[src/wwre_pkg.sv]
// Package for the windowed weighted rate estimator.
// Holds shared widths, request codes, the sequencer state type, control structs
// and the elaboration-time functions that build the weight table. No dependencies.
`timescale 1ns / 1ps
`default_nettype none

package wwre_pkg;

  // Default window length and fixed field widths.
  localparam int WINDOW_LEN_DEF = 288;
  localparam int COUNT_W        = 31;
  localparam int SAMPLE_W       = 16;
  localparam int WEIGHT_W       = 24;
  localparam int RATE_W         = 24;
  localparam int PROD_W         = SAMPLE_W + WEIGHT_W + 1;
  localparam int ACC_W          = 42;
  localparam int ROUND_SH       = 16;
  localparam int ROOT_W         = 23;
  localparam int ROOT_K_W       = 13;

  // Request kinds carried in the input tuser bit.
  localparam logic REQ_SAMPLE = 1'b0;
  localparam logic REQ_QUERY  = 1'b1;

  // Sequencer states.
  typedef enum logic [1:0] {
    ST_IDLE,
    ST_RUN,
    ST_DRAIN,
    ST_DONE
  } seq_state_t;

  // Window memory control from the sequencer.
  typedef struct packed {
    logic we;
    logic rd_en;
    logic zero;
  } win_ctl_t;

  // Multiply-accumulate control.
  typedef struct packed {
    logic clr;
    logic vld;
  } mac_ctl_t;

  // Restoring long division, used only while building constant tables.
  function automatic logic [63:0] udiv64(input logic [63:0] num, input logic [63:0] den);
    logic [64:0] rem;
    logic [63:0] q;
    rem = '0;
    q   = '0;
    for (int i = 63; i >= 0; i--) begin
      rem = {rem[63:0], num[i]};
      if (rem >= {1'b0, den}) begin
        rem  = rem - {1'b0, den};
        q[i] = 1'b1;
      end
    end
    return q;
  endfunction

  // Largest t with t^5 <= k * 2^100, i.e. floor(2^20 * k^(1/5)).
  function automatic logic [ROOT_W-1:0] fifth_root_q20(input logic [ROOT_K_W-1:0] k);
    logic [127:0]      lim;
    logic [127:0]      p;
    logic [ROOT_W-1:0] t;
    logic [ROOT_W-1:0] c;
    lim = 128'(k) << 100;
    t   = '0;
    for (int b = ROOT_W - 1; b >= 0; b--) begin
      c = t | (ROOT_W'(1) << b);
      p = 128'(c);
      for (int n = 0; n < 4; n++) begin
        p = p * 128'(c);
      end
      if (p <= lim) begin
        t = c;
      end
    end
    return t;
  endfunction

  // Unnormalized weight floor(2^40 / t) for distance k from the far end.
  function automatic logic [63:0] weight_u(input logic [ROOT_K_W-1:0] k);
    logic [ROOT_W-1:0] t;
    t = fifth_root_q20(k);
    return (t != '0) ? udiv64(64'(1) << 40, 64'(t)) : 64'(0);
  endfunction

  // Sum of the unnormalized weights over a window of n entries.
  function automatic logic [63:0] weight_sum(input int n);
    logic [63:0] s;
    s = '0;
    for (int k = 1; k <= n; k++) begin
      s = s + weight_u(ROOT_K_W'(k));
    end
    return s;
  endfunction

endpackage

`default_nettype wire

[src/wwre_mac.sv]
// Shared multiply-accumulate unit with final rounding and saturation.
// Depends on wwre_pkg for widths and the control struct.
`timescale 1ns / 1ps
`default_nettype none

module wwre_mac (
  input  wire                                  clk,
  input  wire                                  rst_n,
  input  wire  wwre_pkg::mac_ctl_t             ctl,
  input  wire  signed [wwre_pkg::SAMPLE_W-1:0] sample,
  input  wire  [wwre_pkg::WEIGHT_W-1:0]        weight,
  output logic signed [wwre_pkg::RATE_W-1:0]   rate
);

  localparam int Q_W = wwre_pkg::ACC_W - wwre_pkg::ROUND_SH;
  localparam logic signed [wwre_pkg::ACC_W-1:0] HALF =
    wwre_pkg::ACC_W'(1) << (wwre_pkg::ROUND_SH - 1);
  localparam logic signed [Q_W-1:0] Q_MAX = Q_W'((1 << (wwre_pkg::RATE_W - 1)) - 1);
  localparam logic signed [Q_W-1:0] Q_MIN = -Q_MAX - Q_W'(1);

  logic signed [wwre_pkg::PROD_W-1:0] prod_r;
  logic signed [wwre_pkg::PROD_W-1:0] prod_nxt;
  logic                               prod_v_r;
  logic signed [wwre_pkg::ACC_W-1:0]  acc_r;
  logic signed [wwre_pkg::ACC_W-1:0]  acc_nxt;
  logic signed [wwre_pkg::ACC_W-1:0]  rnd;
  logic signed [Q_W-1:0]              q;

  // Product stage: signed sample times unsigned weight.
  assign prod_nxt = wwre_pkg::PROD_W'(sample) *
                    wwre_pkg::PROD_W'($signed({1'b0, weight}));

  always_ff @(posedge clk) begin
    prod_r <= prod_nxt;
  end

  // Accumulate stage.
  always_comb begin
    acc_nxt = acc_r;
    if (ctl.clr) begin
      acc_nxt = '0;
    end else if (prod_v_r) begin
      acc_nxt = acc_r + wwre_pkg::ACC_W'(prod_r);
    end
  end

  always_ff @(posedge clk) begin
    if (!rst_n) begin
      prod_v_r <= 1'b0;
      acc_r    <= '0;
    end else begin
      prod_v_r <= ctl.vld;
      acc_r    <= acc_nxt;
    end
  end

  // Round half up to 8 fractional bits, then clamp to the output range.
  assign rnd = acc_r + HALF;
  assign q   = rnd[wwre_pkg::ACC_W-1:wwre_pkg::ROUND_SH];

  always_comb begin
    if (q > Q_MAX) begin
      rate = wwre_pkg::RATE_W'(Q_MAX);
    end else if (q < Q_MIN) begin
      rate = wwre_pkg::RATE_W'(Q_MIN);
    end else begin
      rate = wwre_pkg::RATE_W'(q);
    end
  end

endmodule

`default_nettype wire

[config.mk]
export PLATFORM = sky130hd
export DESIGN_NAME = wwre_mac
export DESIGN_NICKNAME = d
export VERILOG_FILES = /design/src/wwre_pkg.sv /design/src/wwre_mac.sv
export SDC_FILE = /design/constraint.sdc
export NUM_CORES = 1
export LEC_CHECK = 0
export BUFFER_PORTS_ARGS = -buffer_cell sky130_fd_sc_hd__buf_2
export CAP_MARGIN = 20
export CORE_ASPECT_RATIO = 1.1
export CORE_UTILIZATION = 56
export CTS_CLUSTER_SIZE = 28
export DETAILED_ROUTE_END_ITERATION = 16
export PLACE_DENSITY = 0.73
export SYNTH_ARGS = -nofsm -noshare
export SYNTH_HDL_FRONTEND = slang
export SYNTH_SLANG_ARGS = --single-unit
[constraint.sdc]
create_clock -name clk -period 11.9 [get_ports clk]
set_input_delay 1.785 -clock clk [delete_from_list [all_inputs] [get_ports clk]]
set_output_delay 1.785 -clock clk [all_outputs]
set_load 0.05 [all_outputs]
== After elaboration in Yosys (flattened, before gate mapping) ==
Cells that the tools add are included.
Word-level totals
  register bits after elaboration: 84
  input bits: 44
  output and inout bits: 24
  logic and storage cells: 12
Cells by class
  add/sub/neg operators: 2
  multipliers: 1
  $lt $le $gt $ge: 2
  muxes and demuxes: 2
  bitwise operators: 1
  reductions and logical operators: 1
Operators with widths (count)
  $mux W24: 2
  $add A42 B17 Y42 const B: 1
  $add A42 B41 Y42: 1
  $mul A16 B25 Y41: 1
  $gt A26 B24 Y1 const B: 1
  $lt A26 B24 Y1 const B: 1
  $reduce_or A2 Y1: 1
  $not A1 Y1: 1

== Depth between registers and ports, before layout ==
Gate-level depths: netlist (run 1).
  word-level depth: 4
  depth in mapped cells: 26

== Worst setup path before layout (run 1) ==
No wires, ideal clock.
  path type: input port to flip-flop
  start: in sample[15] (netlist bit)
  end: reg prod_r[40] (netlist bit)
  setup time: 121 ps
  arrival: 7912 ps
  required time: 11779 ps
  slack: 3867 ps
  cell stages on the path: 21
  path buffers: 1
  cell sequence: clkinv_1 buf_1 nor2_1 fa_1 fa_1 fa_1 fa_1 fa_1 inv_1 fa_1 inv_1 ha_1 a21o_1 or4_1 o22a_2 a21oi_4 o21ai_2 a2111oi_4 o21bai_2 a221o_1 xnor2_1
Between the ends
  longest elaborated chain between the ends: 1
Ends and longest elaborated chain
  from (decl): RTL line wwre_mac.sv:10  | input wire signed [wwre_pkg::SAMPLE_W-1:0] sample,
  $mul A16 B25 Y41: RTL line wwre_mac.sv:30  | assign prod_nxt = wwre_pkg::PROD_W'(sample) *
  via prod_nxt (one bit): RTL line wwre_mac.sv:22  | logic signed [wwre_pkg::PROD_W-1:0] prod_nxt;
  to (signal assigned): RTL line wwre_mac.sv:34  | prod_r <= prod_nxt;
  to (decl): RTL line wwre_mac.sv:21  | logic signed [wwre_pkg::PROD_W-1:0] prod_r;
The timed path passes the listed nets, and every way through them passes these cells.
A chain may end at the register's enable or synchronous reset.

== Worst setup path in the final report (run 1) ==
Same ends and word-level chain as after synthesis.

==> reports/metrics.cfg, run 1 <==
[synthesis]
synth_seq_cells = 84
ys_seq_area_share_pct = 9.36
synthSimpleGateAreaFrac_pct = 17.3
yosys_warnings = 0
netlist_area_um2 = 18000
syn_inst = 2098
async_flop_share_pct = 0
synth_nets = 2629
ys.flop_type = dfxtp_1
yosys.area_share.xor_xnor_pct = 4.63
synth-compound-area-share_pct = 10.2
synth_cell_type_count = 71
synth_edf_count = 0
synth_top_family_by_area = adder cells
postSynthAreaPerCell_um2 = 8.56
synth_fa_ha_area_share_pct = 46.8
muxShareOfSynthArea_pct = 1.50

[routing]
via_per_inst = 5.46
wirelength_um = 40700
first_pass_iters = 5
dr.first_iter.drc_count = 739
post-route-drc-count = 0
vias = 13700
wl_per_cell_um = 16.2
antenna_left = 0

[setup_path]
crit_required_ns = 12.13
r2r-start = acc_r[0]
worstReg2RegEnd = acc_r[34]
setup.worst_path.start_class = input port
critical_path_class = in2reg
cp_max_fo = 17
worst-r2r-setup-slack_ns = 8.24
cp-end-kind = register
critPathLaunch = sample[15]
cp.arrival_ns = 8.75
reg2reg_depth = 14

[global_routing]
grt_use_total_pct = 25.8
grt_remaining_overflow = 0
grt_pass1_wl_um = 68800
antenna_found_initial = 0
grt_pass1_vias = 14300
grt_max_degree = 56

[cells_and_area]
nets = 2624
antenna_cells = 0
drive_gt1_share_pct = 5.10
fill_cells = 2814
syn_to_final_growth_pct = 4.96

[place]
place.gp.congestion = 0.884
post-dp-hpwl_um = 32300
portBuffers = 67

[sta]
tns_ns = 0
hold_viol_final = 0
fmax_mhz = 117
grt_setup_unrepaired = no
fin_skew_ns = 0.00887
max-slew-margin-rel_pct = 45.5
fin_crit_ns = 8.52
worst_slew_pin_slew_ns = 0.817
final-max-slew-violation-count = 0
finalCritPeriodShare_pct = 71.6
setup_violations = 0

[floorplan]
ios = 68
rows = 68
core_area_um2 = 31500
start_util_pct = 57.1
die_area_um2 = 32800
die_w_um = 173
fp.dieH_um = 190

[outcome]
status = complete, no violations

[clock_network]
cts_resized = 0
cts.clk_slew.worst_paths_ns = 0.06
h-tree-depth = 3
post_cts_buffers = 0
cts_tree = built
clkSinkCount = 84
cts_buffers = 9
cts_hold_buf = 0
clock_path_buffers = 2
ctsRootBufferMaster = clkbuf_16
clock_latency_ns = 0.34

[hold_path]
hold_path_startpoint = acc_r[3]
holdPathStages = 2
hp-class = reg2reg
hold_path_end = acc_r[3]

[run]
cap_violations = 0

-- routing by layer --
| layer | global-route usage, % | share of wire (%) | up-vias |
|---|---|---|---|
| li1 | - | - | 6517 |
| met1 | 33.9 | 45 | 6780 |
| met2 | 44.7 | 47 | 393 |
| met3 | 3.82 | 6.1 | 47 |
| met4 | 6.81 | 1.7 | 0 |
| met5 | 0 | 0 | - |
-- cells in the final DEF, fill, tap and decap left out, drive strengths merged, types with 3 or more instances in the layout --
| cell | synthesis | final |
|---|---|---|
| mux2i | 27 | 27 |
| a211oi | 10 | 10 |
| a311oi | 4 | 4 |
| a2111oi | 3 | 3 |
| a211o | 3 | 3 |
| nor2 | 91 | 91 |
| ha | 180 | 180 |
| xor2 | 43 | 43 |
| xnor2 | 52 | 52 |
| buf | 4 | 68 |
| and3 | 8 | 8 |
| o21bai | 8 | 8 |
| a21oi | 73 | 73 |
| nand2b | 23 | 23 |
| or4 | 3 | 3 |
| o21ai | 74 | 74 |
| nand2 | 254 | 254 |
| clkinvlp | 0 | 3 |
| or3 | 7 | 7 |
| o21a | 9 | 9 |
| nand3 | 25 | 25 |
| nor2b | 12 | 12 |
| inv | 405 | 406 |
| a21o | 55 | 55 |
| and2 | 170 | 170 |
| clkbuf | 81 | 10 |
| a31oi | 7 | 7 |
| fa | 307 | 307 |
| nand4 | 14 | 14 |
| nor3 | 11 | 11 |
| nor3b | 3 | 3 |
| o211ai | 12 | 12 |
| nand3b | 5 | 5 |
| dfxtp | 84 | 84 |
-- critical path: stages --
cell	delay, ns
buf_2	0.21
clkinv_1	0.56
nor2_1	0.35
fa_1	0.46
fa_1	0.52
fa_1	0.52
fa_1	0.52
fa_1	0.54
inv_1	0.05
fa_1	0.52
inv_1	0.04
ha_1	0.37
a21o_1	0.20
or4_1	0.49
o22a_2	0.26
a21oi_4	0.18
o21ai_2	0.12
a2111oi_4	0.41
o21bai_2	0.13
a221o_1	0.35
xnor2_1	0.12
-- cells by family (layout without fill, tap and decap cells) --
family,Yosys count,count (layout)
flops,84,84
mux,27,27
simple gates,635,635
compound gates,279,279
fa+ha+maj,487,487
buf+inv,491,491
xor+xnor,95,95
-- Yosys cell counts, types with 11 or more instances --
| library cell | instances | area (um2) |
|---|---|---|
| o211ai_1 | 11 | 82.6 |
| ha_1 | 180 | 2250 |
| fa_1 | 307 | 6150 |
| and2_1 | 170 | 1060 |
| o21ai_0 | 68 | 340 |
| nand4_1 | 14 | 87.6 |
| nor2b_1 | 12 | 75.1 |
| nand2b_1 | 23 | 144 |
| nand3_1 | 25 | 125 |
| inv_1 | 405 | 1520 |
| xnor2_1 | 52 | 455 |
| xor2_1 | 43 | 377 |
| nand2_1 | 254 | 953 |
| nor2_1 | 91 | 342 |
| clkbuf_1 | 79 | 297 |
| mux2i_1 | 27 | 270 |
| a21o_1 | 53 | 398 |
| a21oi_1 | 72 | 360 |
| dfxtp_1 | 84 | 1680 |
-- per-stage QoR --
step           std cells  utilization [%]  setup slack, ns  hold slack, ns  area, um2
3_3_place_gp        2501             58.8             3.17           0.478      18500
6_report            2518             59.9             3.38           0.504      18900
4_1_cts             2517             59.8             3.39           0.503      18800
3_5_place_dp        2501             58.8             3.03           0.493      18500
5_1_grt             2518             59.9             3.10           0.536      18900
2_1_floorplan       2098                -             3.87           0.465      18000
-- worst max path at each step --
stage / to / slack (ns) / cells after the start
finish: prod_r[40] / 3.38 / 21
detailed placement: prod_r[40] / 3.03 / 21
global route: prod_r[39] / 3.10 / 23
global placement: prod_r[40] / 3.17 / 21
floorplan: prod_r[40] / 3.87 / 21
CTS: prod_r[40] / 3.39 / 21
-- sequential cells by signal, indices dropped and copies added, names as in the netlist --
register and count:
acc_r 42, prod_v_r 1, prod_r 41
-- final cells by class --
cell class / instances / area (um2) / area share (%)
multi-input cells: 1523 / 14400 / 76.6
flip-flops and latches: 84 / 1680 / 8.93
inverters: 406 / 1520 / 8.08
well taps: 420 / 526 / 2.79
repair buffers: 69 / 357 / 1.89
clock buffers: 9 / 225 / 1.19
clock inverters: 7 / 100 / 0.531
Power of run 1 is not shown: default switching activity piles up to over one toggle a cycle in this logic, so the estimate is an artifact.
==> inputs of run 2 (changes only) <==
--- a/config.mk
+++ b/config.mk
@@ -5,6 +5,7 @@
 export SDC_FILE = /design/constraint.sdc
 export NUM_CORES = 1
 export LEC_CHECK = 0
+export ABC_AREA = 1
 export BUFFER_PORTS_ARGS = -buffer_cell sky130_fd_sc_hd__buf_2
 export CAP_MARGIN = 20
 export CORE_ASPECT_RATIO = 1.1
==> constraint.sdc (replaced) <==
create_clock -name clk -period 7.85 [get_ports clk]
set_input_delay 1.1775 -clock clk [delete_from_list [all_inputs] [get_ports clk]]
set_output_delay 1.1775 -clock clk [all_outputs]
set_load 0.05 [all_outputs]
==> run 2 against run 1 <==
Effect of this change: first-iteration DRC count is 21% higher; final cell count is 32% higher; global-route usage is 5.7 points higher; routed wire length is 33% higher; sequential cell count stayed put; highest routed layer unchanged; core utilization is 0.092 points higher; sequential share of layout area is 0.81 points lower; die area is 10% higher; cell area is 9.9% higher; clock skew is 0.0037 ns lower; critical path type unchanged; via count is 26% higher; synthesized area is 10% higher.
==> reports/metrics.cfg, run 2 <==
[synthesis]
synth_nets = 3411
async_flop_share_pct = 0
synth_edf_count = 0
synthTopCellsByCount = 777 x inv_1, 764 x nand2_1, 307 x fa_1
synth_area_leaders = fa_1 31%, inv_1 15%, nand2_1 14%, ha_1 11%, dfxtp_1 8.5%
synth_top_area_share_pct = 31.0
ys.flop_type = dfxtp_1
synth_cell_type_count = 37
netlist_area_um2 = 19800
synth_largest_area_cell = fa_1
synth_most_common_cell = inv_1
syn_inst = 2880
postSynthAreaPerCell_um2 = 6.88
ys_seq_area_share_pct = 8.49
synth_seq_cells = 84
yosys_warnings = 0

[global_routing]
grt_pass1_vias = 17900
met1_usage_pct = 36.5
busiest_layer = met2
antenna_found_initial = 0
grt_max_degree = 53
grt_use_met2_pct = 57.1
grt_use_total_pct = 31.5
grt_use_met3_pct = 4.47
grt_pass1_wl_um = 88500
grt_remaining_overflow = 0

[sta]
grt_setup_unrepaired = no
finalCritPeriodShare_pct = 86.1
worst_slew_pin_slew_ns = 0.926
fin_crit_ns = 6.76
fmax_mhz = 148
max-slew-margin-rel_pct = 37.7
tns_ns = 0
hold_viol_final = 0
final-max-slew-violation-count = 0
setup_violations = 0
fin_skew_ns = 0.00514

[floorplan]
rows = 71
start_util_pct = 57.3
fp.dieH_um = 199
die_w_um = 181
core_area_um2 = 34600
die_area_um2 = 36100
ios = 68

[clock_network]
cts_resized = 0
ctsRootBufferMaster = clkbuf_16
cts_hold_buf = 0
cts_tree = built
post_cts_buffers = 0
clock_path_buffers = 2
clock_latency_ns = 0.37
cts.clk_slew.worst_paths_ns = 0.06
cts_buffers = 9
clkSinkCount = 84
h-tree-depth = 3

[place]
portBuffers = 67
post-dp-hpwl_um = 45200
place.gp.congestion = 0.957

[setup_path]
crit_required_ns = 8.12
cp-end-kind = register
setup.worst_path.start_class = input port
reg2reg_depth = 15
cp_max_fo = 15
critical_path_class = in2reg
cp.arrival_ns = 7.02

[cells_and_area]
antenna_cells = 0
regMostFlops = acc_r
seqCellArea_um2 = 1680
nets = 3403
syn_to_final_growth_pct = 4.58
final_cell_mix = 777 x inv_1, 764 x nand2_1, 307 x fa_1
top_regs = acc_r (42), prod_r (41), prod_v_r (1)
drive_gt1_share_pct = 3.79
fill_cells = 3337
multi_input_area_um2 = 14900
mostFrequentLayoutCell = inv_1
largest_register_ffs = 42

[routing]
wl_per_cell_um = 16.3
dr.first_iter.drc_count = 893
via_per_inst = 5.21
vias = 17300
first_pass_iters = 5
post-route-drc-count = 0
antenna_left = 0
wirelength_um = 54000

[hold_path]
hp-class = reg2reg
holdPathStages = 2

[outcome]
status = complete, no violations

[run]
cap_violations = 0

## run 2: final cells by class
type | count | area share, %
clock inverter | 7 | 0.507
inverter | 779 | 14.1
timing repair buffer | 71 | 1.86
multi-input combinational | 1927 | 71.7
sequential | 84 | 8.12
tap | 438 | 2.64
clock buffer | 9 | 1.09
## run 2: kinds of logic after synthesis
kind of cell	share of synthesized area, %
flip-flops	8.49
adder cells (fa/ha/maj)	42.4
buffers and inverters	16.6
AO/OA/AOI/OAI	6.35
AND/OR/NAND/NOR	22.9
XOR/XNOR	3.36
## run 2: worst max-delay path: stages
cell and delay, ns:
buf_2 0.11, inv_1 0.41, buf_4 0.31, nor2_1 0.07
fa_1 0.49, inv_1 0.05, fa_1 0.47, inv_1 0.05
fa_1 0.50, fa_1 0.43, fa_1 0.49, inv_1 0.06
fa_1 0.52, inv_1 0.04, ha_1 0.35, nand2_1 0.13
inv_1 0.05, a21oi_1 0.24, o21ai_0 0.16, a21oi_1 0.31
nand3_1 0.29, xor2_1 0.31
## run 2: final timing paths
check               end       start  slack (ns)
max reg2reg   acc_r[38]    acc_r[0]        5.31
max          prod_r[39]  sample[15]        1.09
min            acc_r[0]    acc_r[0]        0.47
min reg2reg    acc_r[0]    acc_r[0]        0.47
## run 2: routing by layer
layer	routed length, um	up-vias
met1	21500	8142
met5	0	-
li1	-	8413
met4	2700	0
met3	3360	138
met2	26500	578
## run 2: through the flow
stage                     area (um2)  worst slack [ns]  utilization (%)  std cells  hold slack, ns
after floorplan                19800              1.45                -       2880           0.445
after global placement         20400             0.755             58.9       3298           0.451
after detailed placement       20400             0.741             58.9       3298           0.461
after CTS                      20700              1.13             59.9       3314           0.471
after global routing           20700             0.810             60.0       3315           0.491
final                          20700              1.09             60.0       3315           0.471
Power of run 2 is left out for the same reason.
